[src/hw/rtl/rhdc_pkg.sv]
// ----------------------------------------------------------------------------
// Request header deframe check: shared package
// Types, codes and constants used by the header checker and its multiplier.
// ----------------------------------------------------------------------------
`default_nettype none

package rhdc_pkg;

  // Header framing.
  localparam int unsigned HeaderLen  = 25;
  localparam int unsigned StoreDepth = HeaderLen - 1;
  localparam int unsigned IdxW       = $clog2(HeaderLen);
  localparam logic [IdxW-1:0] LastIdx = IdxW'(HeaderLen - 1);

  // Byte offsets of the header fields.
  localparam int unsigned OffMagic   = 0;
  localparam int unsigned OffVersion = 4;
  localparam int unsigned OffFlags   = 5;
  localparam int unsigned OffSeq     = 6;
  localparam int unsigned OffWidth   = 10;
  localparam int unsigned OffHeight  = 14;
  localparam int unsigned OffChan    = 18;
  localparam int unsigned OffPayload = 19;
  localparam int unsigned OffChain   = 23;

  // Largest channel count that the mask can allow.
  localparam logic [7:0] MaxChannels = 8'd8;

  // Configuration register reset values.
  localparam logic [31:0] MagicRst      = 32'h0000_0000;
  localparam logic [7:0]  VersionRst    = 8'd1;
  localparam logic [31:0] MaxPayloadRst = 32'hFFFF_FFFF;
  localparam logic [15:0] MaxChainRst   = 16'hFFFF;
  localparam logic [7:0]  ChanMaskRst   = 8'd13;

  localparam int unsigned CfgIdxW  = 3;
  localparam int unsigned CfgDataW = 32;

  typedef enum logic [CfgIdxW-1:0] {
    CFG_MAGIC        = 3'd0,
    CFG_VERSION      = 3'd1,
    CFG_MAX_PAYLOAD  = 3'd2,
    CFG_MAX_CHAIN    = 3'd3,
    CFG_CHANNEL_MASK = 3'd4
  } cfg_idx_e;

  typedef enum logic [2:0] {
    STATUS_OK           = 3'd0,
    STATUS_BAD_MAGIC    = 3'd1,
    STATUS_BAD_VERSION  = 3'd2,
    STATUS_PAYLOAD_BIG  = 3'd3,
    STATUS_BAD_CHAIN    = 3'd4,
    STATUS_LEN_MISMATCH = 3'd5
  } status_e;

  typedef enum logic [1:0] {
    DISP_CONTINUE = 2'd0,
    DISP_DRAIN    = 2'd1,
    DISP_CLOSE    = 2'd2
  } disp_e;

  typedef enum logic [1:0] {
    ST_RECV   = 2'd0,
    ST_MUL_WH = 2'd1,
    ST_MUL_CH = 2'd2,
    ST_DONE   = 2'd3
  } state_e;

  // Request to the shared multiplier.
  typedef struct packed {
    logic        en;
    logic [31:0] a;
    logic [31:0] b;
  } mul_req_t;

endpackage

`default_nettype wire

[src/hw/rtl/rhdc_mul.sv]
// ----------------------------------------------------------------------------
// Request header deframe check: shared multiplier
// One registered 32 by 32 bit multiplier, reused by the sequencer for both
// steps of the dimension product.
// ----------------------------------------------------------------------------
`default_nettype none

module rhdc_mul (
  input  wire logic               clk_i,
  input  wire rhdc_pkg::mul_req_t req_i,
  output logic [63:0]             prod_o
);

  logic [63:0] prod_q;

  // The product is held until the next request.
  always_ff @(posedge clk_i) begin
    if (req_i.en) begin
      prod_q <= 64'(req_i.a) * 64'(req_i.b);
    end
  end

  assign prod_o = prod_q;

endmodule

`default_nettype wire

[src/hw/rtl/request_header_deframe_check.sv]
// ----------------------------------------------------------------------------
// Request header deframe check
// Collects a 25-byte little-endian request header one byte at a time, checks
// it against the configuration registers and returns the decoded fields with
// a status and a disposition.
// ----------------------------------------------------------------------------
//
//  Channel  Direction  Handshake                  Payload
//  -------  ---------  -------------------------  ---------------------------
//  in       sink       in_valid_i / in_ready_o    data_byte_i
//  out      source     out_valid_o / out_ready_i  status_o .. chain_length_o
//  cfg      sink       cfg_valid_i / cfg_ready_o  cfg_index_i, cfg_data_i
//
//  Header bytes are taken one per cycle. After the last byte the shared
//  multiplier runs twice (width*height, then times channels) and the result
//  is loaded into the output register in the done state. Input is not taken
//  in the product and done states, nor is the last byte of a header taken
//  while the previous result still waits in the output register.
//  Reset clears the byte position, the sequencer and the output valid, and
//  loads the register defaults; the header store has no reset.
// ----------------------------------------------------------------------------
`default_nettype none

module request_header_deframe_check (
  input  wire logic        clk_i,
  input  wire logic        rst_ni,

  input  wire logic        in_valid_i,
  output logic             in_ready_o,
  input  wire logic [7:0]  data_byte_i,

  output logic             out_valid_o,
  input  wire logic        out_ready_i,
  output logic [2:0]       status_o,
  output logic [1:0]       disposition_o,
  output logic [7:0]       flags_o,
  output logic [31:0]      sequence_res_o,
  output logic [31:0]      img_width_o,
  output logic [31:0]      img_height_o,
  output logic [7:0]       channel_count_o,
  output logic [31:0]      payload_length_o,
  output logic [15:0]      chain_length_o,

  input  wire logic        cfg_valid_i,
  output logic             cfg_ready_o,
  input  wire logic [rhdc_pkg::CfgIdxW-1:0]  cfg_index_i,
  input  wire logic [rhdc_pkg::CfgDataW-1:0] cfg_data_i
);

  typedef logic [7:0] hdr_store_t [rhdc_pkg::StoreDepth];

  // Little-endian 32-bit field from the header store.
  function automatic logic [31:0] le32(hdr_store_t s, int unsigned off);
    logic [rhdc_pkg::IdxW-1:0] k;
    k = off[rhdc_pkg::IdxW-1:0];
    return {s[k+3'd3], s[k+3'd2], s[k+3'd1], s[k]};
  endfunction

  // Configuration registers.
  logic [31:0] magic_q;
  logic [7:0]  version_q;
  logic [31:0] max_payload_q;
  logic [15:0] max_chain_q;
  logic [7:0]  chan_mask_q;

  // Sequencer and framing state.
  rhdc_pkg::state_e           state_q, state_d;
  logic [rhdc_pkg::IdxW-1:0]  byte_idx_q, byte_idx_d;
  hdr_store_t                 hdr_q;
  logic [7:0]                 chain_hi_q;
  rhdc_pkg::status_e          early_q, early_d;
  logic                       wh_hi_q;

  // Output register.
  logic                       out_valid_q, out_valid_d;
  rhdc_pkg::status_e          status_q, status_d;
  rhdc_pkg::disp_e            disp_q, disp_d;
  logic [7:0]                 flags_q;
  logic [31:0]                seq_q, width_q, height_q, plen_q;
  logic [7:0]                 chan_q;
  logic [15:0]                clen_q;

  // Multiplier interface.
  rhdc_pkg::mul_req_t mul_req;
  logic [63:0]        mul_prod;

  logic in_fire, last_byte, chan_ok;

  // Decoded header fields.
  logic [31:0] dec_magic, dec_seq, dec_width, dec_height, dec_plen;
  logic [7:0]  dec_version, dec_flags, dec_chan;
  logic [15:0] dec_clen;

  assign dec_magic   = le32(hdr_q, rhdc_pkg::OffMagic);
  assign dec_version = hdr_q[rhdc_pkg::OffVersion];
  assign dec_flags   = hdr_q[rhdc_pkg::OffFlags];
  assign dec_seq     = le32(hdr_q, rhdc_pkg::OffSeq);
  assign dec_width   = le32(hdr_q, rhdc_pkg::OffWidth);
  assign dec_height  = le32(hdr_q, rhdc_pkg::OffHeight);
  assign dec_chan    = hdr_q[rhdc_pkg::OffChan];
  assign dec_plen    = le32(hdr_q, rhdc_pkg::OffPayload);
  assign dec_clen    = {chain_hi_q, hdr_q[rhdc_pkg::OffChain]};

  // Input handshake.
  assign last_byte  = (byte_idx_q == rhdc_pkg::LastIdx);
  assign in_ready_o = (state_q == rhdc_pkg::ST_RECV) && !(last_byte && out_valid_q);
  assign in_fire    = in_valid_i && in_ready_o;

  // Configuration writes are always taken; unknown indexes are dropped.
  assign cfg_ready_o = 1'b1;

  always_ff @(posedge clk_i or negedge rst_ni) begin
    if (!rst_ni) begin
      magic_q       <= rhdc_pkg::MagicRst;
      version_q     <= rhdc_pkg::VersionRst;
      max_payload_q <= rhdc_pkg::MaxPayloadRst;
      max_chain_q   <= rhdc_pkg::MaxChainRst;
      chan_mask_q   <= rhdc_pkg::ChanMaskRst;
    end else if (cfg_valid_i) begin
      case (cfg_index_i)
        rhdc_pkg::CFG_MAGIC:        magic_q       <= cfg_data_i;
        rhdc_pkg::CFG_VERSION:      version_q     <= cfg_data_i[7:0];
        rhdc_pkg::CFG_MAX_PAYLOAD:  max_payload_q <= cfg_data_i;
        rhdc_pkg::CFG_MAX_CHAIN:    max_chain_q   <= cfg_data_i[15:0];
        rhdc_pkg::CFG_CHANNEL_MASK: chan_mask_q   <= cfg_data_i[7:0];
        default: ;
      endcase
    end
  end

  // Byte position within the header.
  always_comb begin
    byte_idx_d = byte_idx_q;
    if (in_fire) begin
      byte_idx_d = last_byte ? '0 : byte_idx_q + 1'b1;
    end
  end

  // Header store; the final byte goes straight to the chain high byte.
  always_ff @(posedge clk_i) begin
    if (in_fire) begin
      if (last_byte) begin
        chain_hi_q <= data_byte_i;
      end else begin
        hdr_q[byte_idx_q] <= data_byte_i;
      end
    end
  end

  // Next state.
  always_comb begin
    state_d = state_q;
    case (state_q)
      rhdc_pkg::ST_RECV:   if (in_fire && last_byte) state_d = rhdc_pkg::ST_MUL_WH;
      rhdc_pkg::ST_MUL_WH: state_d = rhdc_pkg::ST_MUL_CH;
      rhdc_pkg::ST_MUL_CH: state_d = rhdc_pkg::ST_DONE;
      rhdc_pkg::ST_DONE:   state_d = rhdc_pkg::ST_RECV;
      default:             state_d = rhdc_pkg::ST_RECV;
    endcase
  end

  // Channel count is allowed when it lies in one to eight and its mask bit is set.
  assign chan_ok = (dec_chan != 8'd0) && (dec_chan <= rhdc_pkg::MaxChannels) &&
                   chan_mask_q[3'(dec_chan - 8'd1)];

  // Checks that need no product, in priority order.
  always_comb begin
    if (dec_magic != magic_q) begin
      early_d = rhdc_pkg::STATUS_BAD_MAGIC;
    end else if (dec_version != version_q) begin
      early_d = rhdc_pkg::STATUS_BAD_VERSION;
    end else if (dec_plen > max_payload_q) begin
      early_d = rhdc_pkg::STATUS_PAYLOAD_BIG;
    end else if (dec_clen > max_chain_q) begin
      early_d = rhdc_pkg::STATUS_BAD_CHAIN;
    end else if (!chan_ok || dec_width == 32'd0 || dec_height == 32'd0) begin
      early_d = rhdc_pkg::STATUS_LEN_MISMATCH;
    end else begin
      early_d = rhdc_pkg::STATUS_OK;
    end
  end

  // Sequencer outputs: multiplier operands for each step.
  always_comb begin
    mul_req = '0;
    case (state_q)
      rhdc_pkg::ST_MUL_WH: begin
        mul_req.en = 1'b1;
        mul_req.a  = dec_width;
        mul_req.b  = dec_height;
      end
      rhdc_pkg::ST_MUL_CH: begin
        mul_req.en = 1'b1;
        mul_req.a  = mul_prod[31:0];
        mul_req.b  = {24'd0, dec_chan};
      end
      default: ;
    endcase
  end

  rhdc_mul u_mul (
    .clk_i  (clk_i),
    .req_i  (mul_req),
    .prod_o (mul_prod)
  );

  // Early status is sampled in the first product step, the overflow of
  // width*height in the second.
  always_ff @(posedge clk_i) begin
    if (state_q == rhdc_pkg::ST_MUL_WH) begin
      early_q <= early_d;
    end
    if (state_q == rhdc_pkg::ST_MUL_CH) begin
      wh_hi_q <= |mul_prod[63:32];
    end
  end

  // Final status and disposition.
  always_comb begin
    if (early_q != rhdc_pkg::STATUS_OK) begin
      status_d = early_q;
    end else if (wh_hi_q || mul_prod != {32'd0, dec_plen}) begin
      status_d = rhdc_pkg::STATUS_LEN_MISMATCH;
    end else begin
      status_d = rhdc_pkg::STATUS_OK;
    end
    case (status_d)
      rhdc_pkg::STATUS_OK:           disp_d = rhdc_pkg::DISP_CONTINUE;
      rhdc_pkg::STATUS_BAD_CHAIN,
      rhdc_pkg::STATUS_LEN_MISMATCH: disp_d = rhdc_pkg::DISP_DRAIN;
      default:                       disp_d = rhdc_pkg::DISP_CLOSE;
    endcase
  end

  // Output valid: set when the result is loaded, cleared when taken.
  assign out_valid_d = (state_q == rhdc_pkg::ST_DONE) ? 1'b1 : (out_valid_q && !out_ready_i);

  always_ff @(posedge clk_i or negedge rst_ni) begin
    if (!rst_ni) begin
      state_q     <= rhdc_pkg::ST_RECV;
      byte_idx_q  <= '0;
      out_valid_q <= 1'b0;
    end else begin
      state_q     <= state_d;
      byte_idx_q  <= byte_idx_d;
      out_valid_q <= out_valid_d;
    end
  end

  // Output payload register.
  always_ff @(posedge clk_i) begin
    if (state_q == rhdc_pkg::ST_DONE) begin
      status_q <= status_d;
      disp_q   <= disp_d;
      flags_q  <= dec_flags;
      seq_q    <= dec_seq;
      width_q  <= dec_width;
      height_q <= dec_height;
      chan_q   <= dec_chan;
      plen_q   <= dec_plen;
      clen_q   <= dec_clen;
    end
  end

  assign out_valid_o      = out_valid_q;
  assign status_o         = status_q;
  assign disposition_o    = disp_q;
  assign flags_o          = flags_q;
  assign sequence_res_o   = seq_q;
  assign img_width_o      = width_q;
  assign img_height_o     = height_q;
  assign channel_count_o  = chan_q;
  assign payload_length_o = plen_q;
  assign chain_length_o   = clen_q;

  // The last byte of a header always starts the product sequence.
  a_last_starts_mul : assert property (@(posedge clk_i) disable iff (!rst_ni)
    (in_fire && last_byte) |=> (state_q == rhdc_pkg::ST_MUL_WH))
    else $error("last header byte did not start the product sequence");

  // A result is only loaded into an empty output register.
  a_done_free : assert property (@(posedge clk_i) disable iff (!rst_ni)
    (state_q == rhdc_pkg::ST_DONE) |-> !out_valid_q)
    else $error("result loaded over a waiting result");

  // Continue is given exactly for a clean header.
  a_disp_ok : assert property (@(posedge clk_i) disable iff (!rst_ni)
    out_valid_o |-> ((status_o == rhdc_pkg::STATUS_OK) ==
                     (disposition_o == rhdc_pkg::DISP_CONTINUE)))
    else $error("disposition does not match status");

endmodule

`default_nettype wire
[config.mk]
export PLATFORM = sky130hd
export DESIGN_NAME = request_header_deframe_check
export DESIGN_NICKNAME = d
export VERILOG_FILES = /design/src/hw/rtl/rhdc_pkg.sv /design/src/hw/rtl/rhdc_mul.sv /design/src/hw/rtl/request_header_deframe_check.sv
export SDC_FILE = /design/constraint.sdc
export NUM_CORES = 2
export LEC_CHECK = 0
export CAP_MARGIN = 0
export CORE_ASPECT_RATIO = 1.4
export CORE_MARGIN = 2
export CORE_UTILIZATION = 64
export DETAILED_ROUTE_END_ITERATION = 10
export DONT_BUFFER_PORTS = 1
export GPL_TIMING_DRIVEN = 0
export PLACE_DENSITY = 0.8
export SYNTH_ARGS = -nofsm -noshare
export SYNTH_HDL_FRONTEND = slang
export SYNTH_SLANG_ARGS = --single-unit
[constraint.sdc]
create_clock -name clk_i -period 10.77 [get_ports clk_i]
set_input_delay 0.5385 -clock clk_i [delete_from_list [all_inputs] [get_ports clk_i]]
set_output_delay 0.5385 -clock clk_i [all_outputs]
set_load 0.05 [all_outputs]
# Word level (Yosys, flattened, before mapping)
# Index checks and enable logic that the tools add are counted.
[totals]
reg_bits = 537
input_bits = 48
word_cells = 119
[classes]
addsub = 2
multipliers = 1
order_cmp = 6
n_eq_ne = 14
n_mux = 17
bitwise_logic = 2
reduce_logical = 31
[op_table]
columns = ["op", "n"]
rows = [
  ["bitwise mux 192 bit", 1],
  ["one-hot mux 65 bit (2 select lines)", 1],
  ["zero test 32 bit", 2],
  ["multiplier 32 x 32 -> 64 bit", 1],
  ["!= test 64 x 32 -> 1 bit", 1],
  ["demux 8 bit (select 5 bit)", 1],
  ["> comparator 32 bit", 1],
  ["!= test 32 bit", 1],
  ["OR reduction 32 bit", 1],
  ["> comparator 16 bit", 1],
  ["AND reduction 2 bit", 7],
  ["2-to-1 mux 3 bit", 4],
  ["equality test 3 bit (second input constant)", 3],
  ["less-or-equal comparator 8 x 4 -> 1 bit (second input constant)", 1],
  ["logical AND 1 bit", 8],
  ["2-to-1 mux 8 bit", 1],
  ["!= test 8 bit", 1],
  ["one-hot mux 2 bit (4 select lines)", 1],
  ["nonzero test 8 bit", 1],
  ["equality test 3 x 2 -> 1 bit (second input constant)", 2],
  [">= comparator 6 bit (second input constant)", 1],
  ["zero test 3 bit", 2],
  ["< comparator 6 x 1 -> 1 bit (second input constant)", 1],
  ["2-to-1 mux 2 bit", 3],
  ["other kinds (20)", 26],
]

# Longest topological paths before layout
[logic_depth]
word_depth = 11
ltp_mapped = 36

# Hierarchy
# Synthesis repeated with hierarchy kept, for this count alone.
[unflattened]
hier_cells = 4893
area_unflattened_um2 = 53677.7
[by_module_without_submodules]
columns = ["module", "instances", "cells_per_inst", "area_per_inst_um2", "seq_area_each_um2"]
rows = [
  ["rhdc_mul", 1, 3785, 35335.1, 1921.8],
  ["request_header_deframe_check", 1, 1108, 18342.6, 13748.2],
]

# Worst setup path after synthesis
# No wires, ideal clock.
[synth_path]
kind = "register -> register"
start = "register state_q[0]"
end = "register u_mul.prod_q[55], in the netlist u_mul.prod_o[55] (data pin)"
setup_ns = 0.264
arrival_ns = 9.622
slack_ns = 0.884
path_stages_with_launch = 31
n_path_buf = 5
synth_period_minus_slack_ns = 9.886
path_cell_list = "dfrtp_1 inv_1 ha_1 and2_1 clkbuf_1 clkbuf_1 buf_1 nand2_1 clkbuf_1 nor2_1 fa_1 fa_1 inv_1 fa_1 fa_1 fa_1 inv_1 fa_1 fa_1 inv_1 fa_1 inv_1 ha_1 buf_2 a311oi_1 a41oi_1 o41ai_2 a21oi_2 or3_1 a21oi_1 xnor2_1"
[synth_between]
elab_chain_len = 3
word_cells_on_any_way = 4
[synth_rtl]
columns = ["element", "line", "rtl"]
rows = [
  ["start: declaration", "request_header_deframe_check.sv:67", "rhdc_pkg::state_e state_q, state_d;"],
  ["start signal: assignment", "request_header_deframe_check.sv:240", "state_q <= rhdc_pkg::ST_RECV;"],
  ["start signal: assignment", "request_header_deframe_check.sv:244", "state_q <= state_d;"],
  ["equality test 2 bit / equality test 2 x 1 -> 1 bit (equally long branches)", "request_header_deframe_check.sv:186", "case (state_q)"],
  ["one-hot mux 65 bit (2 select lines) *", "request_header_deframe_check.sv:186", ""],
  ["multiplier 32 x 32 -> 64 bit *", "rhdc_mul.sv:19", "prod_q <= 64'(req_i.a) * 64'(req_i.b);"],
  ["end signal: assignment", "rhdc_mul.sv:19", ""],
  ["end: declaration", "rhdc_mul.sv:14", "logic [63:0] prod_q;"],
]
# Mark *: on every way between the ends. The rest lies on a longest branch, timed or not.
# A chain may end at the register's enable or synchronous reset.

# Worst setup path after layout
[layout_path]
start = "register state_q[0]"
end = "register u_mul.prod_q[61], in the netlist u_mul.prod_o[61] (data pin)"
# The elaborated chain is that of the path after synthesis.

==> reports/qor_table.md <==
| Metric | Value | Unit |
|:---|:---|:---|
| Register area share after synthesis | 0.297 | - |
| Worst Reg2Reg Path Length in Cells | 31 | - |
| Slowest CP cell | sky130_fd_sc_hd__clkbuf_1 | - |
| Count of pins over their slew limit | 2 | - |
| Met3 layer usage reported by global route | 0.223 | - |
| Warnings from Yosys | 0 | - |
| Post-synthesis sequential element count | 537 | - |
| Count of max-cap constraint violations | 1 | - |
| Power density over the cells | 232 | nW/um2 |
| Critical path data required time | 11.22 | ns |
| Growth of design area from synthesis to finish | 7.56 | % |
| Initial antenna violation count | 25 | - |
| Share of the synthesized area in the top cell type | 0.340 | - |
| PnR worst setup slack | -0.226 | ns |
| Aggregate routed wire length | 230,000 | um |
| Worst Tran Pin Value | 1.53 | ns |
| Met2 capacity usage during global routing | 0.800 | - |
| Htree depth | 2 | - |
| GR Overflow Total | 0 | - |
| Period Utilization, post-route | 1.02 | - |
| Area used by multi-input combinational logic | 32,900 | um2 |
| Number of buffers added on ports | 0 | - |
| Die width | 247 | um |
| Maximum fanout along the worst path | 10 | - |
| Post-route DRC violation count | 0 | - |
| Detailed Place HPWL | 168,000 | um |
| Height of the die | 344 | um |
| Number of cells traversed by the worst hold path | 0 | - |
| Die area | 84,800 | um2 |
| Routed WL per cell | 37.1 | um |
| DRT antenna net count | 0 | - |
| CTS Sinks | 537 | - |
| Routability cong. | 1.05 | - |
| Pin count of the biggest net entering global routing | 105 | - |
| Most used cells in the layout excluding fill and tap cells | sky130_fd_sc_hd__inv_1, sky130_fd_sc_hd__fa_1, sky130_fd_sc_hd__nor2_1 | - |
| Global-route wire length before repair | 313,000 | um |
| Fraction of final layout cells sized beyond drive strength 1 | 0.0828 | - |
| Start point of the worst min-delay path | data_byte_i[3] | - |
| Utilization after layout | 0.696 | - |
| Most prevalent standard cell on the critical path | sky130_fd_sc_hd__fa_1 | - |
| Routed vias | 42,400 | - |
| Clk_lat worst skew | 0.73 | ns |
| Synth Net Count | 6,239 | - |
| Endpoint class of the critical path | flop | - |
| Violated checks | negative hold slack, max-capacitance violations, max-slew violations, negative setup slack | - |
| Mean instance size in the synthesized netlist | 10.6 | um2 |
| Leakage power figure | 25.3 | nW |
| Class of the tightest hold or removal check | primary input to flop | - |
| Synth cell types | 80 | - |
| Crit path arrival time | 11.45 | ns |
| Outcome | complete, but fails checks | - |
| R2r endpoint | u_mul.prod_o[61]$_DFFE_PN_ | - |
| Fill cell count | 5,930 | - |
| I/O pin cnt | 216 | - |
| TritonRoute pass-1 iters | 9 | - |
| Number of enable flip-flop cells after synthesis | 433 | - |
| Synthesized area | 52,800 | um2 |
| Sort of element at the start of the critical path | flop | - |
| Area contributors post-synth | sky130_fd_sc_hd__fa_1, sky130_fd_sc_hd__edfxtp_1, sky130_fd_sc_hd__ha_1 | - |
| Row Count | 124 | - |
| Number of buffers created by CTS | 46 | - |
| DR vias/cell | 6.84 | - |
| Category of the critical setup timing path | flop to flop | - |
| Root buf cell | sky130_fd_sc_hd__clkbuf_16 | - |
| Most common cell after layout, fill and taps aside | sky130_fd_sc_hd__inv_1 | - |
| Relative slew slack | -0.0326 | - |
| Commonest register cell after synthesis | sky130_fd_sc_hd__edfxtp_1 | - |
| Core footprint | 81,600 | um2 |
| Delay of the slowest critical-path stage | 0.73 | ns |
| Hold Violations, Final | 42 | - |
| Share of synthesized registers carrying an async set or reset | 0.194 | - |
| Overall track demand over capacity in global routing | 0.540 | - |
| Via count of the first global-routing pass | 43,900 | - |
| Total setup violations reported at the end of the flow | 6 | - |
| Area taken by flip-flops and latches | 15,700 | um2 |
| Cell type with the highest aggregate area in the netlist | sky130_fd_sc_hd__fa_1 | - |
| Most utilized layer in the global route result | met2 | - |
| Net total in the final layout | 6,323 | - |
| CTS Buffer Depth | 3 | - |
| Worst Hold End | dec_width[27]$_DFFE_PP_ | - |
| Clock Skew | 0.103 | ns |
| Reg-to-reg critical path startpoint | state_q[0]$_DFFE_PN0P_ | - |
| Peak supply drop | 0.000204 | V |
| Met1 demand-to-capacity share in global routing | 0.570 | - |
| Reg clk slew, reported paths | 0.08 | ns |
| TritonCTS clock tree | built | - |
| Initial cell density of the core | 0.647 | - |
| Total Power Consumption | 13.1 | mW |
| Maximum clock rate | 90.9 | MHz |
| Worst hold slack | -0.0532 | ns |
| Instance count of the mapped netlist | 4,975 | - |
| Initial DRC Count | 5,764 | - |
| Final critical path time including I/O delays and setup | 11.00 | ns |
| Flop2flop setup slack | -0.23 | ns |
what timing repair did:
action / in CTS / in global routing
endpoints found under the hold margin: 141 / 49
hold buffers: 12 / 16
pin swaps: 3 / 8
endpoints found under the setup margin: 31 / 26
setup buffers: 5 / 7
resized for setup: 125 / 100
cell type report:
class                   instances  share of cell area
diodes                         22            0.000970
well taps                    1071              0.0236
inverters                     942              0.0623
multi-input cells            3243               0.579
flip-flops and latches        537               0.276
clock inverters                24             0.00525
clock buffers                  61              0.0224
repair buffers                 58              0.0117
plain buffers                 231              0.0183
worst max-delay path by stage:
stage                                       from                         end  slack (ns)  cells after the start
after CTS                 state_q[1]$_DFFE_PN0P_  u_mul.prod_o[63]$_DFFE_PN_       0.003                     32
after global placement    state_q[0]$_DFFE_PN0P_  u_mul.prod_o[63]$_DFFE_PN_       -3.97                     31
after detailed placement  state_q[0]$_DFFE_PN0P_  u_mul.prod_o[63]$_DFFE_PN_       -2.11                     31
after floorplan           state_q[0]$_DFFE_PN0P_  u_mul.prod_o[55]$_DFFE_PN_        0.88                     30
after global routing      state_q[1]$_DFFE_PN0P_  u_mul.prod_o[53]$_DFFE_PN_       -0.11                     33
final                     state_q[0]$_DFFE_PN0P_  u_mul.prod_o[61]$_DFFE_PN_       -0.23                     31
routing by layer:
metal	part of all wire	wire length, um
met3	0.15	34000
met2	0.42	96400
met1	0.28	65200
met4	0.15	33800
met5	0.0016	361
stage by stage:
stage / instances / hold slack [ns] / instance area, um2 / TNS (ns) / setup slack [ns]
after global routing: 6175 / -0.0895 / 56700 / -0.297 / -0.111
after CTS: 6148 / 0.000832 / 56400 / 0 / 0.00291
after detailed placement: 6063 / 0.245 / 54400 / -29.02 / -2.11
final: 6189 / -0.0532 / 56800 / -0.570 / -0.226
after floorplan: 4975 / 0.243 / 52800 / 0 / 0.884
after global placement: 6046 / 0.245 / 54100 / -105.81 / -3.97
kinds of logic (layout without fill, tap and decap cells):
| kind of cell | count (synthesis) | count (layout) | share of synthesized area |
|---|---|---|---|
| muxes | 71 | 71 | 0.0155 |
| adders and majority gates | 1216 | 1216 | 0.416 |
| other | 1 | 23 | 0.0000711 |
| and+or+nand+nor | 1427 | 1427 | 0.112 |
| buffers and inverters | 1195 | 1316 | 0.0854 |
| AOI/OAI and AO/OA | 401 | 401 | 0.0533 |
| xor gates and xnor gates | 127 | 127 | 0.0211 |
| DFF | 537 | 537 | 0.297 |
critical path, delay by kind of cell, from the launching register on:
kind	cells	cell delay, ns
AO/OA/AOI/OAI	6	1.87
XOR/XNOR	1	0.24
adder cells (fa/ha/maj)	10	4.68
buffers and inverters	9	2.40
flip-flops	1	0.48
AND/OR/NAND/NOR	5	1.05
cell usage after synthesis (40+ instances only):
| cell | instances |
|---|---|
| sky130_fd_sc_hd__a21o_1 | 52 |
| sky130_fd_sc_hd__a21oi_1 | 88 |
| sky130_fd_sc_hd__a22o_1 | 40 |
| sky130_fd_sc_hd__a22oi_1 | 41 |
| sky130_fd_sc_hd__clkbuf_1 | 231 |
| sky130_fd_sc_hd__dfrtp_1 | 52 |
| sky130_fd_sc_hd__dfstp_2 | 52 |
| sky130_fd_sc_hd__edfxtp_1 | 433 |
| sky130_fd_sc_hd__fa_1 | 896 |
| sky130_fd_sc_hd__ha_1 | 320 |
| sky130_fd_sc_hd__inv_1 | 942 |
| sky130_fd_sc_hd__mux2_2 | 66 |
| sky130_fd_sc_hd__nand2_1 | 527 |
| sky130_fd_sc_hd__nand4_1 | 43 |
| sky130_fd_sc_hd__nor2_1 | 673 |
| sky130_fd_sc_hd__nor4_1 | 47 |
| sky130_fd_sc_hd__o21ai_0 | 75 |
| sky130_fd_sc_hd__xnor2_1 | 55 |
| sky130_fd_sc_hd__xor2_1 | 72 |
registers in the layout, summed over array words and instances, names as in the netlist, 16 cells and up:
signal,cells
dec_height,32
u_mul.prod_o,64
dec_magic,32
payload_length_o,32
sequence_res_o,32
max_chain_q,16
magic_q,32
max_payload_q,32
dec_plen,32
img_height_o,32
dec_width,32
img_width_o,32
dec_seq,32
chain_length_o,16
report_power, final:
| group | internal [mW] | total [mW] | switching (mW) |
|---|---|---|---|
| logic | 2.08 | 7.53 | 5.45 |
| registers | 2.85 | 3.72 | 0.870 |
| clock network | 0.944 | 1.89 | 0.945 |
No activity file was read; power rests on OpenSTA's default activity.
